### src/rtl/pmiw_pkg.sv
// ----------------------------------------------------------------------------
// pmiw_pkg
// Shared types and constants of the periodic minimum-image wrap block.
// ----------------------------------------------------------------------------
package pmiw_pkg;

	// Internal datapath width; holds a displacement plus all tilt shifts.
	localparam int WD = 48;

	localparam int FW = 32; // field width of displacements
	localparam int LW = 27; // box length width
	localparam int TW = 28; // tilt width

	typedef enum logic [2:0] {
		REG_BOX_LEN_X = 3'd0,
		REG_BOX_LEN_Y = 3'd1,
		REG_BOX_LEN_Z = 3'd2,
		REG_TILT_XY   = 3'd3,
		REG_TILT_XZ   = 3'd4,
		REG_TILT_YZ   = 3'd5,
		REG_SKEWED    = 3'd6,
		REG_NONE      = 3'd7
	} reg_idx_t;

	typedef enum logic [1:0] {
		ST_OK     = 2'd0,
		ST_X_FAR  = 2'd1,
		ST_Y_FAR  = 2'd2,
		ST_Z_FAR  = 2'd3
	} status_t;

	// One word in flight; components held in processing order.
	typedef struct packed {
		logic              valid;
		logic              fail;
		logic [1:0]        st;
		logic [2:0][WD-1:0] a;
	} item_t;

endpackage

### src/rtl/pmiw_axis.sv
// ----------------------------------------------------------------------------
// pmiw_axis
// Wraps one component: range check, bit-per-stage image count, then the
// shift of the component and of the later components by the tilts.
// ----------------------------------------------------------------------------
module pmiw_axis import pmiw_pkg::*; #(
	parameter int SLOT       = 0,
	parameter int MAX_IMAGES = 16
) (
	input  logic                 clk,
	input  logic                 arst_n,
	input  logic                 en,
	input  item_t                in_item,
	input  logic [LW-1:0]        len,
	input  logic signed [TW-1:0] ta,
	input  logic signed [TW-1:0] tb,
	input  logic [1:0]           fail_code,
	output item_t                out_item
);

	localparam int QB = $clog2(MAX_IMAGES) + 1;
	localparam int NB = QB + 1;

	typedef struct packed {
		item_t         it;
		logic          neg;
		logic          gt;
		logic [WD-1:0] r;
		logic [QB-1:0] q;
	} work_t;

	work_t chk_nxt, chk_s1;
	work_t div_in  [QB];
	work_t div_nxt [QB];
	work_t div_s2  [QB];
	item_t app_nxt, app_s3;

	logic signed [WD-1:0] d, m, lim, lw;

	always_comb begin
		d   = $signed(in_item.a[SLOT]);
		m   = (d < 0) ? -d : d;
		lw  = $signed(WD'(len));
		lim = lw * $signed(WD'(MAX_IMAGES));
		chk_nxt     = '0;
		chk_nxt.it  = in_item;
		chk_nxt.neg = d < 0;
		chk_nxt.gt  = (m <<< 1) > lw;
		// r = 2|d| - L - 1; image count is r / 2L + 1 when 2|d| > L
		chk_nxt.r   = WD'((m <<< 1) - lw - 1);
		if (in_item.valid && !in_item.fail && (m > lim)) begin
			chk_nxt.it.fail = 1'b1;
			chk_nxt.it.st   = fail_code;
		end
	end

	always_ff @(posedge clk or negedge arst_n) begin
		if (!arst_n) begin
			chk_s1 <= '0;
		end else if (en) begin
			chk_s1 <= chk_nxt;
		end
	end

	for (genvar j = 0; j < QB; j++) begin : g_div
		localparam int B = QB - 1 - j;
		logic [WD-1:0] dv;
		if (j == 0) begin : g_first
			assign div_in[j] = chk_s1;
		end else begin : g_next
			assign div_in[j] = div_s2[j-1];
		end
		always_comb begin
			dv         = WD'(len) << (B + 1);
			div_nxt[j] = div_in[j];
			if (div_in[j].r >= dv) begin
				div_nxt[j].r    = div_in[j].r - dv;
				div_nxt[j].q[B] = 1'b1;
			end
		end
		always_ff @(posedge clk or negedge arst_n) begin
			if (!arst_n) begin
				div_s2[j] <= '0;
			end else if (en) begin
				div_s2[j] <= div_nxt[j];
			end
		end
	end

	work_t                  w;
	logic [NB-1:0]          n;
	logic signed [WD-1:0]   dl, sh, cur;

	always_comb begin
		w       = div_s2[QB-1];
		n       = NB'(w.q) + NB'(1);
		app_nxt = w.it;
		if (w.it.valid && !w.it.fail && w.gt) begin
			for (int i = 0; i < 3; i++) begin
				cur = $signed(w.it.a[i]);
				if (i == SLOT) begin
					dl = $signed({1'b0, n}) * $signed({1'b0, len});
				end else if (i == SLOT + 1) begin
					dl = $signed({1'b0, n}) * ta;
				end else if (i == SLOT + 2) begin
					dl = $signed({1'b0, n}) * tb;
				end else begin
					dl = '0;
				end
				sh = w.neg ? cur + dl : cur - dl;
				app_nxt.a[i] = sh;
			end
		end else begin
			dl  = '0;
			sh  = '0;
			cur = '0;
		end
	end

	always_ff @(posedge clk or negedge arst_n) begin
		if (!arst_n) begin
			app_s3 <= '0;
		end else if (en) begin
			app_s3 <= app_nxt;
		end
	end

	assign out_item = app_s3;

endmodule

### config.mk
export PLATFORM = sky130hd
export DESIGN_NAME = pmiw_axis
export DESIGN_NICKNAME = d
export VERILOG_FILES = /design/src/rtl/pmiw_pkg.sv /design/src/rtl/pmiw_axis.sv
export SDC_FILE = /design/constraint.sdc
export NUM_CORES = 2
export LEC_CHECK = 0
export ABC_CLOCK_PERIOD_IN_PS = 26400
export BUFFER_PORTS_ARGS = -buffer_cell sky130_fd_sc_hd__buf_2
export CAP_MARGIN = 15
export CORE_MARGIN = 3
export CORE_UTILIZATION = 25
export DETAILED_ROUTE_END_ITERATION = 12
export MAX_ROUTING_LAYER = met4
export PLACE_DENSITY_LB_ADDON = 0.2
export SLEW_MARGIN = 20
export SYNTH_ARGS = -nofsm -noshare
export SYNTH_HDL_FRONTEND = slang
export SYNTH_SLANG_ARGS = --single-unit
### constraint.sdc
create_clock -name clk -period 26.4 [get_ports clk]
set_clock_uncertainty 0.1 [all_clocks]
set_input_delay 1.32 -clock clk [delete_from_list [all_inputs] [get_ports clk]]
set_output_delay 1.32 -clock clk [all_outputs]
set_load 0.02 [all_outputs]
==> results by group <==
Run status
  • Status: finished clean

Timing
  • Worst-margin pin slew: 1.17 ns
  • Final Cycle Share: 0.452
  • Min setup slack post-route: 14.47 ns
  • Setup_tns: 0 ns
  • Final max-slew violation count: 0
  • Tmin final: 11.93 ns
  • Relative slew margins: 0.221
  • Final Setup Violations: 0
  • Fin. Hold Viols: 0
  • Peak Freq: 0.0838 GHz
  • RSZ-0062 raised after global routing: false

Drt
  • Final wirelength: 293 mm
  • Vias: 65600
  • First drt pass iteration count: 6
  • Vias per cell: 4.78
  • Post-route ant nets: 0
  • DR iter-0 viols: 4229
  • DRC viols: 0
  • DR WL/cell: 21.4 um

CTS
  • Hold_buf cts: 0
  • Clk buf depth: 4
  • TritonCTS clock tree: yes
  • H-tree Lvls: 4
  • Post-cts sizing count: 0
  • Number of buffers created by CTS: 162
  • Post-CTS Setup Repair Bufs: 0
  • CTS Sinks: 1297
  • Clock Root Buffer: clkbuf_16
  • Clock Latency Late Sink: 0.84 ns
  • Clk slew on worst S/H paths: 0.06 ns

Floorplanning
  • Die X: 599 um
  • Number of core rows: 217
  • Core Area: 350000 um2
  • # IOs: 384
  • Die height: 599 um
  • Initial Util: 0.252
  • Die ar.: 359000 um2

Worst setup path
  • Reg2reg end: out_item[95]$_DFFE_PN0P_
  • Number of cells on the critical path: 33
  • Reg2reg start: div_s2[0]$_DFFE_PN0P_
  • Startpoint Class: register
  • Crit path largest cell delay: 1.02 ns
  • Crit path kind: reg -> reg
  • Critical path buffers and inverters: 3
  • R2r worst-path depth: 33
  • R2R Setup Slk: 14.47 ns
  • CP max-delay cell: dfrtp_4
  • Worst Setup SP: div_s2[0]$_DFFE_PN0P_
  • Worst setup EP type: register
  • Required @ worst endpoint: 27.05 ns
  • Cell family with most CP delay: simple AND/OR/NAND/NOR gates
  • Crit Path Max Fanout: 87
  • CP endpoint: out_item[95]$_DFFE_PN0P_
  • Worst EP arrival: 12.58 ns

Place
  • Placed cell count: 13400
  • Worst slack at placement: 14.52 ns
  • Port Buffers: 383
  • Gpl congestion: 0.880
  • DP Wirelength: 226 mm
  • Placed cell area: 95100 um2

Logic synthesis
  • Warnings, synthesis: 0
  • Share of the synthesized area in the top cell type: 0.369
  • Synth unique cells: 92
  • Post-synth top area cell: dfrtp_1
  • Syn_area_per_cell: 10.1 um2
  • Largest cells by area after synthesis: dfrtp_1 37%, mux2_2 13%, fa_1 7.7%
  • Ys async rst share: 1.00
  • #FFs+latches synth: 1297
  • Most instantiated library cell after synthesis: dfrtp_1
  • Post-Syn Area: 88000 um2
  • Syn Inst Count: 8723
  • Top post-synthesis cells by count: 1297 x dfrtp_1, 983 x mux2_2, 746 x a21oi_1
  • Post-synth EDFFs: 0
  • Top FF cell, synth: dfrtp_1
  • Post-synthesis sequential area ratio: 0.369
  • Net Count, Synth: 9831

GRT
  • First-pass GRT wire length: 440 mm
  • Initial antenna violation count: 61
  • Largest net degree at the start of global routing: 208
  • Gr usage total: 0.165
  • Vias in the first global route: 65500
  • Remaining Overflow, GRT: 0

Finish
  • Finished Layout Cells: 13700
  • Nets: 10100
  • Util after Layout: 0.288
  • Layout area overhead: 14.5%
  • Share of layout cells above drive strength 1: 0.197
  • Post-route cell area: 101000 um2

Power and ir drop
  • Maximum vdd drop: 0.0573 mV
  • Leak Pwr: 0.0440 uW
  • Power Density: 86.2 nW/um2

Job
  • Max Cap Viol: 0

Hold path
  • Hold Crit Class: in -> async
[how the worst min path moves through the flow]
stage,slack [ns],end,start
finish,0.30,div_in[732]$_DFFE_PN0P_,arst_n
CTS,0.29,div_s2[123]$_DFFE_PN0P_,arst_n
detailed placement,0.37,out_item[115]$_DFFE_PN0P_,out_item[115]$_DFFE_PN0P_
global placement,0.36,out_item[115]$_DFFE_PN0P_,out_item[115]$_DFFE_PN0P_
global route,0.32,div_in[732]$_DFFE_PN0P_,arst_n
floorplan,0.35,div_s2[102]$_DFFE_PN0P_,div_in[102]$_DFFE_PN0P_
[worst register-to-register path: cells and delay by family, from the launching register on]
family          cells  cell delay (ns)
compound gates      9             2.40
xor+xnor            3             0.79
fa+ha+maj           6             2.58
buf+inv             3             0.58
flops               1             1.02
simple gates       12             4.39
[layer usage]
layer	vias up	GRT usage	wire length, um
met5	-	-	0
met4	0	0.0398	7480
met3	303	0.0224	11300
met2	1236	0.253	132000
met1	32900	0.230	142000
li1	31200	-	-
[cell usage in the layout, fill, tap and decap left out, drive strengths merged, types with 66 or more instances in the layout]
| cell type | n |
|---|---|
| nand2b | 121 |
| xnor2 | 330 |
| inv | 532 |
| buf | 465 |
| dfrtp | 1297 |
| nand3 | 112 |
| ha | 533 |
| nor2 | 682 |
| a21o | 209 |
| nor3 | 144 |
| nand2 | 477 |
| xor2 | 192 |
| mux2 | 984 |
| fa | 339 |
| clkbuf | 230 |
| a31oi | 130 |
| o21ai | 259 |
| and3 | 72 |
| o21a | 66 |
| and2 | 312 |
| a21oi | 747 |
[where the power goes]
group	internal [uW]	total [uW]	switching, uW
combinational	1420	3350	1930
sequential	2510	2990	484
clock	1420	2340	920
[through the flow]
stage	total power (uW)	hold slack [ns]
after CTS	8820	0.285
after global routing	9290	0.320
after global placement	6370	0.363
after detailed placement	6390	0.367
final	8680	0.305
after floorplan	5220	0.349
[final cells by class]
class	count	area, um2
fillers	36400	249000
multi-input cells	6524	52300
flip-flops and latches	1297	32500
well taps	4599	5750
clock buffers	230	4750
repair buffers	465	2670
inverters	529	1990
clock inverters	52	828
diodes	28	70.1
[state kept, by name, summed over array words and instances, names as in the netlist]
signal / flops
div_in: 798
div_s2: 150
out_item: 148
app_nxt: 4
chk_s1: 197
[cells by family after synthesis]
group                    after synthesis  synth area share
flip-flops                          1297             0.369
adder cells (fa/ha/maj)              872             0.153
AND/OR/NAND/NOR                     2317             0.132
AO/OA/AOI/OAI                       1801             0.126
multiplexers                        1012             0.129
XOR/XNOR                             522            0.0519
buffers and inverters                902            0.0385
Note: power is estimated with default switching activity, not from simulation.
